[src/rtl/core/ida_pkg.sv]
`timescale 1ns / 1ps
`default_nettype none
// ----------------------------------------------------------------------------
// ida_pkg
// Shared constants and types for the integer to decimal ASCII converter.
// ----------------------------------------------------------------------------
package ida_pkg;

    localparam int VALUE_W       = 64;
    localparam int DIGIT_W       = 4;
    localparam int DIGITS        = 20;
    localparam int BCD_W         = DIGITS * DIGIT_W;
    localparam int BITS_PER_STEP = 4;
    localparam int STEPS         = VALUE_W / BITS_PER_STEP;
    localparam int STEP_CNT_W    = $clog2(STEPS);
    localparam int POS_W         = 5;
    localparam int LEN_W         = 8;

    localparam logic [7:0] CHAR_ZERO  = 8'h30;
    localparam logic [7:0] CHAR_MINUS = 8'h2D;
    localparam logic [7:0] CHAR_NUL   = 8'h00;

    typedef logic [BCD_W-1:0]   t_bcd;
    typedef logic [VALUE_W-1:0] t_value;

endpackage

`default_nettype wire

[src/rtl/core/ida_bcd_unit.sv]
`timescale 1ns / 1ps
`default_nettype none
// ----------------------------------------------------------------------------
// ida_bcd_unit
// Shift-and-add-three binary to BCD unit, several magnitude bits per cycle.
// ----------------------------------------------------------------------------
module ida_bcd_unit (
    input  wire logic            i_clk,
    input  wire logic            i_rst_n,
    input  wire logic            i_load,
    input  wire ida_pkg::t_value i_mag,
    output logic                 o_done,
    output ida_pkg::t_bcd        o_bcd
);

    logic                                r_run;
    logic                                r_done;
    logic [ida_pkg::STEP_CNT_W-1:0]      r_cnt;
    ida_pkg::t_bcd                       r_bcd;
    ida_pkg::t_value                     r_bin;
    ida_pkg::t_bcd                       n_bcd;
    ida_pkg::t_value                     n_bin;

    always_comb begin
        n_bcd = r_bcd;
        n_bin = r_bin;
        for (int s = 0; s < ida_pkg::BITS_PER_STEP; s++) begin
            for (int d = 0; d < ida_pkg::DIGITS; d++) begin
                if (n_bcd[d*ida_pkg::DIGIT_W +: ida_pkg::DIGIT_W] >= 4'd5) begin
                    n_bcd[d*ida_pkg::DIGIT_W +: ida_pkg::DIGIT_W] =
                        n_bcd[d*ida_pkg::DIGIT_W +: ida_pkg::DIGIT_W] + 4'd3;
                end
            end
            {n_bcd, n_bin} = {n_bcd[ida_pkg::BCD_W-2:0], n_bin, 1'b0};
        end
    end

    always_ff @(posedge i_clk) begin
        if (!i_rst_n) begin
            r_run  <= 1'b0;
            r_done <= 1'b0;
            r_cnt  <= '0;
        end else begin
            r_done <= 1'b0;
            if (i_load) begin
                r_run <= 1'b1;
                r_cnt <= ida_pkg::STEP_CNT_W'(ida_pkg::STEPS - 1);
            end else if (r_run) begin
                r_cnt <= r_cnt - 1'b1;
                if (r_cnt == '0) begin
                    r_run  <= 1'b0;
                    r_done <= 1'b1;
                end
            end
        end
    end

    always_ff @(posedge i_clk) begin
        if (i_load) begin
            r_bcd <= '0;
            r_bin <= i_mag;
        end else if (r_run) begin
            r_bcd <= n_bcd;
            r_bin <= n_bin;
        end
    end

    assign o_done = r_done;
    assign o_bcd  = r_bcd;

endmodule

`default_nettype wire

[src/rtl/core/integer_to_decimal_ascii.sv]
`timescale 1ns / 1ps
`default_nettype none
// ----------------------------------------------------------------------------
// integer_to_decimal_ascii
// Converts a 64-bit value to decimal ASCII text, one character per result.
//
//   channel   ports                                          handshake
//   request   i_value_bits i_mode i_buffer_len               start, busy
//   result    o_char_byte o_position o_store o_last          o_strobe
//             o_overflow_error o_chars_written
//
// A request is converted in the BCD unit (4 bits a cycle over 64 bits), then
// checked in S_CHECK; an overflow result then shows for one cycle, otherwise
// S_EMIT shows one result a cycle, up to 21 results.
// busy rises after acceptance and falls as the last result is shown.
// Reset is synchronous, active low, and returns the sequencer to idle.
// Results cannot be held off by the receiver.
// ----------------------------------------------------------------------------
module integer_to_decimal_ascii #(
    parameter int MAX_BUFFER = 21
) (
    input  wire logic                         i_clk,
    input  wire logic                         i_rst_n,
    input  wire logic                         start,
    output logic                              busy,
    input  wire logic [63:0]                  i_value_bits,
    input  wire logic                         i_mode,
    input  wire logic [7:0]                   i_buffer_len,
    output logic                              o_strobe,
    output logic [7:0]                        o_char_byte,
    output logic [4:0]                        o_position,
    output logic                              o_store,
    output logic                              o_last,
    output logic                              o_overflow_error,
    output logic [4:0]                        o_chars_written
);

    localparam logic [1:0] S_IDLE  = 2'd0;
    localparam logic [1:0] S_CONV  = 2'd1;
    localparam logic [1:0] S_CHECK = 2'd2;
    localparam logic [1:0] S_EMIT  = 2'd3;

    localparam logic [ida_pkg::LEN_W-1:0] MAX_LEN = ida_pkg::LEN_W'(MAX_BUFFER);

    logic [1:0]                  r_state;
    logic                        r_mode;
    logic                        r_neg;
    logic [ida_pkg::POS_W-1:0]   r_len;
    logic [ida_pkg::POS_W-1:0]   r_pos;
    logic [ida_pkg::POS_W-1:0]   r_dig_idx;
    logic                        r_dig_left;

    logic                        r_strobe;
    logic [7:0]                  r_char;
    logic [ida_pkg::POS_W-1:0]   r_position;
    logic                        r_store;
    logic                        r_last;
    logic                        r_err;
    logic [ida_pkg::POS_W-1:0]   r_count;

    logic                        w_accept;
    logic                        w_in_neg;
    ida_pkg::t_value             w_mag;
    logic [ida_pkg::POS_W-1:0]   w_len_clamp;
    logic                        w_done;
    ida_pkg::t_bcd               w_bcd;
    logic [ida_pkg::POS_W-1:0]   w_ndig;
    logic                        w_too_long;
    logic [ida_pkg::DIGIT_W-1:0] w_digit;

    assign w_accept    = start && !busy;
    assign w_in_neg    = !i_mode && i_value_bits[63];
    assign w_mag       = w_in_neg ? (64'd0 - i_value_bits) : i_value_bits;
    assign w_len_clamp = (i_buffer_len > MAX_LEN) ? ida_pkg::POS_W'(MAX_BUFFER)
                                                  : i_buffer_len[ida_pkg::POS_W-1:0];

    ida_bcd_unit u_bcd (
        .i_clk   (i_clk),
        .i_rst_n (i_rst_n),
        .i_load  (w_accept),
        .i_mag   (w_mag),
        .o_done  (w_done),
        .o_bcd   (w_bcd)
    );

    always_comb begin
        w_ndig = ida_pkg::POS_W'(1);
        for (int d = 0; d < ida_pkg::DIGITS; d++) begin
            if (w_bcd[d*ida_pkg::DIGIT_W +: ida_pkg::DIGIT_W] != '0) begin
                w_ndig = ida_pkg::POS_W'(d + 1);
            end
        end
    end

    assign w_too_long = ({1'b0, w_ndig} + (r_mode ? 6'd1 : 6'd2)) > {1'b0, r_len};
    assign w_digit    = w_bcd[{r_dig_idx, 2'b00} +: ida_pkg::DIGIT_W];

    always_ff @(posedge i_clk) begin
        if (!i_rst_n) begin
            r_state  <= S_IDLE;
            r_strobe <= 1'b0;
        end else begin
            r_strobe <= 1'b0;
            case (r_state)
                S_IDLE: begin
                    if (w_accept) begin
                        r_state <= S_CONV;
                    end
                end
                S_CONV: begin
                    if (w_done) begin
                        r_state <= S_CHECK;
                    end
                end
                S_CHECK: begin
                    if (r_len == '0 || w_too_long) begin
                        r_strobe <= 1'b1;
                        r_state  <= S_IDLE;
                    end else begin
                        r_state <= S_EMIT;
                    end
                end
                S_EMIT: begin
                    r_strobe <= 1'b1;
                    if (!r_neg && !r_dig_left) begin
                        r_state <= S_IDLE;
                    end
                end
                default: begin
                    r_state <= S_IDLE;
                end
            endcase
        end
    end

    always_ff @(posedge i_clk) begin
        case (r_state)
            S_IDLE: begin
                if (w_accept) begin
                    r_mode <= i_mode;
                    r_neg  <= w_in_neg;
                    r_len  <= w_len_clamp;
                end
            end
            S_CHECK: begin
                r_pos      <= '0;
                r_dig_idx  <= w_ndig - 1'b1;
                r_dig_left <= 1'b1;
                r_char     <= ida_pkg::CHAR_NUL;
                r_position <= (r_len == '0) ? '0 : r_len - 1'b1;
                r_store    <= (r_len != '0);
                r_last     <= 1'b1;
                r_err      <= 1'b1;
                r_count    <= '0;
            end
            S_EMIT: begin
                r_position <= r_pos;
                r_store    <= 1'b1;
                r_err      <= 1'b0;
                r_pos      <= r_pos + 1'b1;
                if (r_neg) begin
                    r_char  <= ida_pkg::CHAR_MINUS;
                    r_last  <= 1'b0;
                    r_count <= '0;
                    r_neg   <= 1'b0;
                end else if (r_dig_left) begin
                    r_char  <= ida_pkg::CHAR_ZERO + {4'b0000, w_digit};
                    r_last  <= 1'b0;
                    r_count <= '0;
                    if (r_dig_idx == '0) begin
                        r_dig_left <= 1'b0;
                    end else begin
                        r_dig_idx <= r_dig_idx - 1'b1;
                    end
                end else begin
                    r_char  <= ida_pkg::CHAR_NUL;
                    r_last  <= 1'b1;
                    r_count <= r_pos;
                end
            end
            default: begin
            end
        endcase
    end

    assign busy             = (r_state != S_IDLE);
    assign o_strobe         = r_strobe;
    assign o_char_byte      = r_char;
    assign o_position       = r_position;
    assign o_store          = r_store;
    assign o_last           = r_last;
    assign o_overflow_error = r_err;
    assign o_chars_written  = r_count;

    a_last_frees: assert property (@(posedge i_clk) disable iff (!i_rst_n)
        o_strobe && o_last |-> r_state == S_IDLE)
        else $error("last result shown while sequencer still active");

    a_err_is_last: assert property (@(posedge i_clk) disable iff (!i_rst_n)
        o_strobe && o_overflow_error |-> o_last && o_char_byte == ida_pkg::CHAR_NUL)
        else $error("overflow result not a single NUL");

    a_unstored_pos: assert property (@(posedge i_clk) disable iff (!i_rst_n)
        o_strobe && !o_store |-> o_overflow_error && o_position == '0)
        else $error("unstored result outside zero-length case");

    a_accept_conv: assert property (@(posedge i_clk) disable iff (!i_rst_n)
        w_accept |=> r_state == S_CONV && busy)
        else $error("accepted request did not start conversion");

    a_count_match: assert property (@(posedge i_clk) disable iff (!i_rst_n)
        o_strobe && o_last && !o_overflow_error |-> o_chars_written == o_position)
        else $error("character count differs from NUL position");

endmodule

`default_nettype wire
[config.mk]
export PLATFORM = sky130hd
export DESIGN_NAME = integer_to_decimal_ascii
export DESIGN_NICKNAME = d
export VERILOG_FILES = /design/src/rtl/core/ida_pkg.sv /design/src/rtl/core/ida_bcd_unit.sv /design/src/rtl/core/integer_to_decimal_ascii.sv
export SDC_FILE = /design/constraint.sdc
export NUM_CORES = 1
export LEC_CHECK = 0
export BUFFER_PORTS_ARGS = -buffer_cell sky130_fd_sc_hd__buf_2
export CAP_MARGIN = 25
export CORE_ASPECT_RATIO = 1.5
export CORE_MARGIN = 2
export CORE_UTILIZATION = 60
export DETAILED_ROUTE_END_ITERATION = 6
export HOLD_SLACK_MARGIN = 0.03
export PLACE_DENSITY_LB_ADDON = 0.25
export SETUP_SLACK_MARGIN = 0.02
export SKIP_LAST_GASP = 1
export SYNTH_ARGS = -nofsm -noshare
export SYNTH_HDL_FRONTEND = slang
export SYNTH_SLANG_ARGS = --single-unit
[constraint.sdc]
create_clock -name i_clk -period 6.1 [get_ports i_clk]
set_input_delay 1.525 -clock i_clk [delete_from_list [all_inputs] [get_ports i_clk]]
set_output_delay 1.525 -clock i_clk [all_outputs]
set_load 0.05 [all_outputs]
After elaboration in Yosys (flattened, before gate mapping)
Index checks and enable logic that the tools add are counted.
{"block": "totals", "reg_bits": 192, "in_bits": 76, "out_inout_bits": 23, "word_cells": 383}
{"block": "classes", "addsub": 88, "order_cmp": 82, "n_eq_ne": 9, "shift": 1, "muxes": 140, "n_bitwise": 2, "reduce_logical": 42}
{"cell": ">= comparator 4 x 3 -> 1 bit, second input constant", "count": 80}
{"cell": "2-to-1 mux 4 bit", "count": 78}
{"cell": "adder 4 x 2 -> 4 bit, second input constant", "count": 76}
{"cell": "2-to-1 mux 64 bit", "count": 3}
{"cell": "2-to-1 mux 5 bit", "count": 24}
{"cell": "variable part select 80 x 8 -> 4 bit", "count": 1}
{"cell": "nonzero test 4 bit", "count": 19}
{"cell": "subtractor 1 x 64 -> 64 bit, first input constant", "count": 1}
{"cell": "one-hot mux 5 bit (2 select lines)", "count": 4}
{"cell": "one-hot mux 8 bit (2 select lines)", "count": 1}
{"cell": "subtractor 5 x 1 -> 5 bit, second input constant", "count": 3}
{"cell": "2-to-1 mux 7 bit", "count": 2}
{"cell": "adder 3 x 2 -> 3 bit, second input constant", "count": 4}
{"cell": "2-to-1 mux 2 bit", "count": 6}
{"cell": "2-to-1 mux 3 bit", "count": 4}
{"cell": "one-hot mux 1 bit (2 select lines)", "count": 6}
{"cell": "2-to-1 mux 1 bit", "count": 11}
{"cell": "zero test 5 bit", "count": 2}
{"cell": "> comparator 8 x 5 -> 1 bit, second input constant", "count": 1}
{"cell": "inequality test 2 bit, second input constant", "count": 4}
{"cell": "one-hot mux 2 bit (4 select lines)", "count": 1}
{"cell": "nonzero test 2 bit", "count": 4}
{"cell": "adder 6 x 4 -> 7 bit, first input constant", "count": 1}
{"cell": "adder 5 x 2 -> 6 bit", "count": 1}
{"cell": "17 further kinds", "count": 27}

Logic depth before layout (Yosys ltp)
Gate-level depths: netlist of run 1.
{"block": "depth", "word_depth": 25, "depth_mapped": 26, "mapped_depth_nobuf": 25}

Modules after synthesis
A second synthesis of run 1 with hierarchy kept.
{"block": "unflattened", "cells_unflattened": 2242, "hier_area_um2": 19244.7}
{"mod": "ida_bcd_unit", "n_inst": 1, "cells_per_inst": 1774, "area_per_inst_um2": 14959.3, "seq_area_each_um2": 3643.5}
{"mod": "integer_to_decimal_ascii", "n_inst": 1, "cells_per_inst": 468, "area_per_inst_um2": 4285.4, "seq_area_each_um2": 1171.1}

Least setup slack after synthesis of run 1
No wires, ideal clock.
{"block": "synth_timing", "path_kind": "register -> register", "start": "register u_bcd.r_bcd[60] (netlist: u_bcd.o_bcd[60])", "end": "register u_bcd.r_bcd[66] (netlist: u_bcd.o_bcd[66])", "setup_ns": 0.225, "arrival_ns": 4.725, "t_required_ns": 5.875, "path_slack_ns": 1.150, "path_stages_with_launch": 26, "path_buffers": 2, "period_less_slack_ns": 4.950, "cell_sequence": "dfxtp_1 buf_2 inv_1 ha_1 and2b_1 or3_1 and2_0 clkbuf_1 ha_1 nor2b_1 o221ai_1 a21oi_1 xnor2_2 ha_1 nand2b_1 and2_1 mux2_2 nand2b_1 xor2_1 inv_1 ha_1 nor2b_1 nor2b_1 a211oi_1 mux2i_1 o22ai_1"}
{"block": "synth_via", "elab_chain_len": 8, "word_cells_on_any_way": 18, "classes_between": "add/sub (6); order compare (6); mux (6)"}
{"element": "start, declared", "line": "ida_bcd_unit.sv:19", "rtl": "ida_pkg::t_bcd r_bcd;"}
{"element": "start signal, assigned", "line": "ida_bcd_unit.sv:63", "rtl": "r_bcd <= n_bcd;"}
{"element": "adder 4 x 2 -> 4 bit or >= comparator 4 x 3 -> 1 bit (tied branches)", "line": "ida_bcd_unit.sv:31, ida_bcd_unit.sv:29"}
{"element": "2-to-1 mux 4 bit (*)", "line": "ida_bcd_unit.sv:29", "rtl": "if (n_bcd[d*ida_pkg::DIGIT_W +: ida_pkg::DIGIT_W] >= 4'd5) begin"}
{"element": "adder 4 x 2 -> 4 bit or >= comparator 4 x 3 -> 1 bit (tied branches)", "line": "ida_bcd_unit.sv:31, ida_bcd_unit.sv:29"}
{"element": "2-to-1 mux 4 bit", "line": "ida_bcd_unit.sv:29"}
{"element": "adder 4 x 2 -> 4 bit or >= comparator 4 x 3 -> 1 bit (tied branches)", "line": "ida_bcd_unit.sv:31, ida_bcd_unit.sv:29"}
{"element": "2-to-1 mux 4 bit", "line": "ida_bcd_unit.sv:29"}
{"element": "adder 4 x 2 -> 4 bit or >= comparator 4 x 3 -> 1 bit (tied branches)", "line": "ida_bcd_unit.sv:31, ida_bcd_unit.sv:29"}
{"element": "2-to-1 mux 4 bit (*)", "line": "ida_bcd_unit.sv:29"}
Mark *: on every way between the ends. The rest lies on a longest branch, timed or not.
A chain may end at the register's enable or synchronous reset.

Worst setup path in the final report of run 1
{"block": "layout_timing", "start": "register u_bcd.r_bcd[1] (netlist: u_bcd.o_bcd[1])", "end": "register u_bcd.r_bcd[2] (netlist: u_bcd.o_bcd[2])"}
{"block": "layout_via", "elab_chain_len": 8, "word_cells_on_any_way": 12, "classes_between": "add/sub (4); order compare (4); mux (4)"}
{"element": "adder 4 x 2 -> 4 bit or >= comparator 4 x 3 -> 1 bit (tied branches)", "line": "ida_bcd_unit.sv:31, ida_bcd_unit.sv:29"}
{"element": "2-to-1 mux 4 bit (*)", "line": "ida_bcd_unit.sv:29"}
{"element": "adder 4 x 2 -> 4 bit or >= comparator 4 x 3 -> 1 bit (tied branches)", "line": "ida_bcd_unit.sv:31, ida_bcd_unit.sv:29"}
{"element": "2-to-1 mux 4 bit (*)", "line": "ida_bcd_unit.sv:29"}
{"element": ">= comparator 4 x 3 -> 1 bit or adder 4 x 2 -> 4 bit (tied branches)", "line": "ida_bcd_unit.sv:29, ida_bcd_unit.sv:31"}
{"element": "2-to-1 mux 4 bit (*)", "line": "ida_bcd_unit.sv:29"}
{"element": "adder 4 x 2 -> 4 bit or >= comparator 4 x 3 -> 1 bit (tied branches)", "line": "ida_bcd_unit.sv:31, ida_bcd_unit.sv:29"}
{"element": "2-to-1 mux 4 bit (*)", "line": "ida_bcd_unit.sv:29"}
Marked as above.

==> results.md, run 1 <==
* Worst path required time at between 6000 and 7000 ps
* WL per Instance at around 18 µm
* Post-synthesis compound-gate area fraction at 0.231
* Pre-antenna DRT Iters at 6
* Post-synth top area share at 0.152
* Ys async rst share at 0
* Share of layout cells above drive strength 1 at 0.104
* First-pass GRT wire length at about 86 mm
* Largest net degree at the start of global routing at 106
* Clk root buf: clkbuf_16
* WP buf/inv at 3
* Multiplexer share of the synthesized area at 0.0803
* Initial antenna violation count at 0
* Setup violations, final at 0
* Clock Latency Late Sink at around 470 ps
* DR DRC count at 0
* Clock sinks at 190
* DRT iter0 DRCs at 1072
* CTS Hold Bufs at 0
* Nets@finish at around 2700
* Crit-path slowest cell: dfxtp_1
* Ports at 99
* Final estimated routing congestion in global placement at between 0.9 and 1
* Adder-cell share of the synthesized area at 0.109
* Area growth syn-to-layout at 6.55%
* Worst slew pin tran at between 900 and 1000 ps
* Critical path class: reg2reg
* FF+latch count, synth at 190
* Clock slew at reported path FFs at 70 ps
* Core area at ~33000 µm²
* Postcts setup bufs at 0
* Starting density of the core at 0.610
* Hold Crit Class: reg2reg
* Row count at slightly above 80
* Worst Setup End Kind: flop
* Mean Syn Cell Area at between 8 and 9 µm²
* Diode count at 0
* Crit path cell chain: inv_1, ha_1, nor2b_1, o21ai_0, or2_2, ha_1, nor2b_1, o31ai_1, xnor2_1, inv_1, ha_1, nor2b_1, nor2_1, o31a_1, nor2_1, nor2_1, xnor2_1, inv_1, ha_1, nand2b_1, nor4b_1, nand3b_1, and3_1, nor3_1
* Max cap viols at 0
* Total grt overflow at 0
* Inserted Clock Buffers at 17
* Main combinational cell family by area after synthesis: compound AO/OA/AOI/OAI gates
* Final ANT Viol Nets at 0
* Vias per Instance at roughly 6.3
* Slew HR at 0.364
* FILL cells at 2839
* Clock buffer depth at 2
* Simple-gate share of the synthesized area at 0.218
* Final min period at about 5500 ps
* Slew Limit Fails at 0
* TritonCTS clock tree: yes
* Crit path max-delay family: simple AND/OR/NAND/NOR gates
* R2R Setup Slk at 590 ps
* Clock skew at around 8.1 ps
* Most used cell, CP: ha_1
* Final hold vios at 0
* Cell Area, Synth at between 15000 and 20000 µm²
* Total Routing Usage GR at 0.300
* Vias at 18386
* IO Port Bufs at 96
* Seq/Total Area, Yosys at 0.241
* Vias in the first global route at about 18000
* Area contributors post-synth: edfxtp_1 15%, ha_1 11%, dfxtp_1 8.9%
* Total die area at around 35000 µm²
* # resized after CTS at 0
* Library cells used by synthesis at 97
* Tcrit/Tclk final at 0.903
* Warnings, synthesis at 0
* H-tree level count at 4
* Syn Inst Count at 2450
* Die Y at approximately 230 µm
* RSZ-0062 raised after global routing: no
* Max incr delay on CP at 480 ps
* Worst Path Max Fanout at 5
* Setup TNS at 0 ps
* Main synth FF type: edfxtp_1
* Max Clock Freq at about 180 MHz
* Die Width at approximately 150 µm
* Post-Synth XOR/XNOR Area at 0.0599
* Post-synth EDFFs at 101
* CP startpoint kind: flop
* Run status: completed
* Leading area contributor after synthesis: edfxtp_1
* DP Wirelength at 41.3 mm
* WL final at about 53 mm
* CP Data Arrival Time at 5890 ps
## state kept, by name (all words and copies together) (netlist names), 5 cells and up
| register | cells |
|---|---|
| u_bcd.o_bcd | 80 |
| r_pos | 5 |
| o_chars_written | 5 |
| r_len | 5 |
| o_position | 5 |
| u_bcd.r_bin | 64 |
| o_char_byte | 6 |
| r_dig_idx | 5 |
## cells by family after synthesis
logic type,after synthesis
xor+xnor,134
flops,190
other cells,1
mux,127
simple gates,835
compound gates,680
buf+inv,309
fa+ha+maj,174
## routing by layer
layer	track usage	vias to the layer above	share of wire
met3	0.0386	170	0.041
met2	0.601	550	0.54
li1	-	8934	-
met1	0.291	8732	0.36
met5	0	-	0
met4	0.176	0	0.059
## final cells by class
type	instances	area (µm²)	area share
Timing Repair Buffer	112	613	0.0288
Inverter	209	786	0.0369
Clock inverter	11	138	0.00646
Multi-Input combinational cell	1952	14000	0.656
Tap cell	415	519	0.0244
Clock buffer	21	450	0.0212
Sequential cell	190	4820	0.226
## placed cells by master, fill, tap and decap left out, drive strengths merged, types with 89 or more instances in the layout
master  instances
nand2         252
inv           211
o21ai         197
ha            173
nor2          145
buf           112
a21oi         105
edfxtp        101
xnor2          98
dfxtp          89
## worst paths after layout
check,from,to,cells after the start
setup / recovery,u_bcd.o_bcd[1]$_SDFFE_PP0P_,u_bcd.o_bcd[2]$_SDFFE_PP0P_,24
hold / removal,u_bcd.r_bin[59]$_DFFE_PP_,u_bcd.r_bin[63]$_DFFE_PP_,2
setup reg to reg,u_bcd.o_bcd[1]$_SDFFE_PP0P_,u_bcd.o_bcd[2]$_SDFFE_PP0P_,24
hold reg to reg,u_bcd.r_bin[59]$_DFFE_PP_,u_bcd.r_bin[63]$_DFFE_PP_,2
## stage by stage
stage / utilization / setup WS, ps / hold WS (ps) / cells / instance area [µm²]
final: 0.650 / 591 / 526 / 2910 / 21300
after floorplan: - / 1150 / 456 / 2451 / 20000
after detailed placement: 0.632 / 661 / 514 / 2878 / 20700
after global routing: 0.650 / 119 / 552 / 2910 / 21300
after CTS: 0.650 / 642 / 528 / 2910 / 21300
after global placement: 0.632 / 866 / 505 / 2878 / 20700
## Yosys cell counts (36+ instances only)
cell type / n
a21oi_1: 104
nand2b_1: 76
clkbuf_1: 60
nor3_1: 47
inv_1: 208
mux2i_1: 76
and2_1: 70
edfxtp_1: 101
xnor2_1: 95
nor2b_1: 45
o21ai_0: 167
nand2_1: 252
xor2_1: 36
or3_1: 37
dfxtp_1: 89
ha_1: 173
nor2_1: 145
## worst register-to-register path: stages (launching register included)
cell	delay (ps)
dfxtp_1	480
inv_1	130
ha_1	220
nor2b_1	240
o21ai_0	250
or2_2	380
ha_1	240
nor2b_1	160
o31ai_1	350
xnor2_1	200
inv_1	130
ha_1	200
nor2b_1	270
nor2_1	70
o31a_1	230
nor2_1	170
nor2_1	110
xnor2_1	330
inv_1	120
ha_1	200
nand2b_1	170
nor4b_1	160
nand3b_1	220
and3_1	220
nor3_1	190
Power of run 1 is left out: the tool's default activity adds up to more than one toggle a clock period on the data nets, which glitch-free logic cannot reach.
==> run 2, diff against run 1 <==
- GPL_TIMING_DRIVEN: not set -> 0
==> run 2 against run 1 <==
Net effect: hold slack improved by 7.7 ps; largest cell class unchanged; register-to-register slack got worse by 170 ps; highest routed layer unchanged; fmax fell by 3.0%.
==> results.md, run 2 (synthesis gave the netlist of run 1 again) <==
* Total grt overflow at 0 (unchanged)
* Final hold vios at 0 (unchanged)
* Inserted Clock Buffers at 17 (unchanged)
* CP startpoint kind: flop (unchanged)
* WL final at 56.7 mm (was 52.7 mm)
* Largest register FFs at 80 (unchanged)
* Vias at 19043 (was 18386)
* Diode count at 0 (unchanged)
* Max incr delay on CP at 440 ps (was 480 ps)
* Pre-antenna DRT Iters at 5 (was 6)
* R2r endpoint: u_bcd.o_bcd[70]$_SDFFE_PP0P_ (was u_bcd.o_bcd[2]$_SDFFE_PP0P_)
* CTS Hold Bufs at 0 (unchanged)
* Core area at 32700 µm² (unchanged)
* Vias per Instance at 6.35 (was 6.32)
* Area growth syn-to-layout at 8.15% (was 6.55%)
* Critical path class: reg2reg (unchanged)
* Die Width at 153 µm (unchanged)
* DR DRC count at 0 (unchanged)
* Post-route worst setup slack at 422 ps (was 591 ps)
* Worst path required time at 6390 ps (was 6480 ps)
* Total die area at 34800 µm² (unchanged)
* TritonCTS clock tree: yes (unchanged)
* RSZ-0062 raised after global routing: no (unchanged)
* Commonest cells after routing, fill and taps aside: 252 x nand2_1, 208 x inv_1, 173 x ha_1, 167 x o21ai_0, 145 x nor2_1 (was 250 x nand2_1, 207 x inv_1, 173 x ha_1, 167 x o21ai_0, 144 x nor2_1)
* WL per Instance at 18.9 µm (was 18.1 µm)
* Place WS at 557 ps (was 661 ps)
* Die Y at 228 µm (unchanged)
* Hold path start: u_bcd.r_bin[8]$_DFFE_PP_ (was u_bcd.r_bin[59]$_DFFE_PP_)
* FILL cells at 2784 (was 2839)
* Most used cell, CP: ha_1 (unchanged)
* Slew HR at 0.251 (was 0.364)
* Share of layout cells above drive strength 1 at 0.108 (was 0.104)
* DRT iter0 DRCs at 1212 (was 1072)
* Clock buffer depth at 2 (unchanged)
* Ports at 99 (unchanged)
* Clock sinks at 190 (unchanged)
* Hold Crit Class: reg2reg (unchanged)
* CP Data Arrival Time at 5970 ps (was 5890 ps)
* Clk root buf: clkbuf_16 (unchanged)
* Commonest non-fill, non-tap cell in the layout: nand2_1 (unchanged)
* R2r startpoint: u_bcd.o_bcd[68]$_SDFFE_PP0P_ (was u_bcd.o_bcd[1]$_SDFFE_PP0P_)
* Final min period at 5680 ps (was 5510 ps)
* Max Clock Freq at 176 MHz (was 182 MHz)
* Setup violations, final at 0 (unchanged)
* Worst slew pin tran at 1120 ps (was 952 ps)
* IO Port Bufs at 96 (unchanged)
* Starting density of the core at 0.610 (unchanged)
* Worst Path Max Fanout at 7 (was 5)
* H-tree level count at 4 (unchanged)
* Crit-path slowest cell: o31ai_1 (was dfxtp_1)
* Initial antenna violation count at 0 (unchanged)
* Hold path endpoint: u_bcd.r_bin[12]$_DFFE_PP_ (was u_bcd.r_bin[63]$_DFFE_PP_)
* Crit path cell chain: inv_1, ha_1, nor2b_1, o31ai_1, or2_2, ha_1, nor2b_1, o21ai_0, a22oi_1, xor2_1, inv_1, ha_1, nand2b_1, nor3b_1, mux2_2, nand2b_1, xnor2_1, inv_1, ha_1, nor2b_1, o31ai_1, or3_1, o311ai_0 (was inv_1, ha_1, nor2b_1, o21ai_0, or2_2, ha_1, nor2b_1, o31ai_1, xnor2_1, inv_1, ha_1, nor2b_1, nor2_1, o31a_1, nor2_1, nor2_1, xnor2_1, inv_1, ha_1, nand2b_1, nor4b_1, nand3b_1, and3_1, nor3_1)
* Hold Crit Depth at 2 (unchanged)
* Vias in the first global route at 18734 (was 18095)
* Nets@finish at 2821 (was 2732)
* Clock Latency Late Sink at 450 ps (was 470 ps)
* Final estimated routing congestion in global placement at 0.979 (was 0.934)
* Run status: completed (unchanged)
* Slew Limit Fails at 0 (unchanged)
* Total Routing Usage GR at 0.320 (was 0.300)
* Row count at 81 (unchanged)
* Tcrit/Tclk final at 0.931 (was 0.903)
* Clock skew at 9.16 ps (was 8.12 ps)
* DP Wirelength at 44.7 mm (was 41.3 mm)
* Worst Setup End Kind: flop (unchanged)
* Clock slew at reported path FFs at 80 ps (was 70 ps)
* Final ANT Viol Nets at 0 (unchanged)
* Max cap viols at 0 (unchanged)
* Largest net degree at the start of global routing at 65 (was 106)
* R2R Setup Slk at 420 ps (was 590 ps)
* Worst Reg-to-Reg Cells at 23 (was 24)
* First-pass GRT wire length at 90.6 mm (was 85.6 mm)
## run 2: cell type report
type                            count  area (µm²)  area share
Clock inverter                     14         110     0.00509
Buffer                            100         434      0.0201
Sequential cell                   190        4810       0.223
Clock buffer                       18         429      0.0199
Multi-Input combinational cell   1952       14000       0.646
Tap cell                          415         519      0.0240
Inverter                          209         785      0.0363
Timing Repair Buffer              101         557      0.0258
## run 2: critical path: cells and delay by family, from the launching register on
kind                       cells  cell delay (ps)
buffers and inverters          3              360
AOI/OAI and AO/OA              5             1530
adders and majority gates      4              900
muxes                          1              300
and+or+nand+nor                8             1510
xor gates and xnor gates       2              520
DFF                            1              430
## run 2: timing repair
| item | CTS | global route |
|---|---|---|
| buffers inserted | 0 | 0 |
| gates resized for setup | 0 | 1 |
| setup endpoints to repair | 0 | 1 |
| hold endpoints to repair | 0 | 0 |
## run 2: how the worst max path moves through the flow
stage | start | endpoint | slack, ps | depth (start not counted)
6_report | u_bcd.o_bcd[68]$_SDFFE_PP0P_ | u_bcd.o_bcd[70]$_SDFFE_PP0P_ | 420 | 23
5_1_grt | u_bcd.o_bcd[68]$_SDFFE_PP0P_ | u_bcd.o_bcd[70]$_SDFFE_PP0P_ | 30 | 23
4_1_cts | u_bcd.o_bcd[68]$_SDFFE_PP0P_ | u_bcd.o_bcd[70]$_SDFFE_PP0P_ | 520 | 23
3_5_place_dp | u_bcd.o_bcd[68]$_SDFFE_PP0P_ | u_bcd.o_bcd[70]$_SDFFE_PP0P_ | 560 | 23
3_3_place_gp | start | u_bcd.o_bcd[50]$_SDFFE_PP0P_ | -300 | 7
2_1_floorplan | u_bcd.o_bcd[60]$_SDFFE_PP0P_ | u_bcd.o_bcd[66]$_SDFFE_PP0P_ | 1150 | 25
## run 2: metrics by stage
stage / cell area, µm² / std cells / util / hold slack (ps) / setup TNS, ps
2_1_floorplan: 20000 / 2451 / - / 456 / 0
3_3_place_gp: 21000 / 2962 / 0.641 / 503 / -20840
3_5_place_dp: 21000 / 2965 / 0.643 / 520 / 0
4_1_cts: 21600 / 2997 / 0.659 / 538 / 0
5_1_grt: 21600 / 2999 / 0.660 / 565 / 0
6_report: 21600 / 2999 / 0.660 / 533 / 0
## run 2: per-layer routing
layer	part of all wire	global-route usage	vias to the layer above	wire, µm
met5	0	0	-	0
met4	0.068	0.209	0	3870
met3	0.056	0.0434	230	3160
met2	0.51	0.600	725	28700
met1	0.37	0.336	8984	21000
li1	-	-	9104	-
Power of run 2 is left out for the same reason.
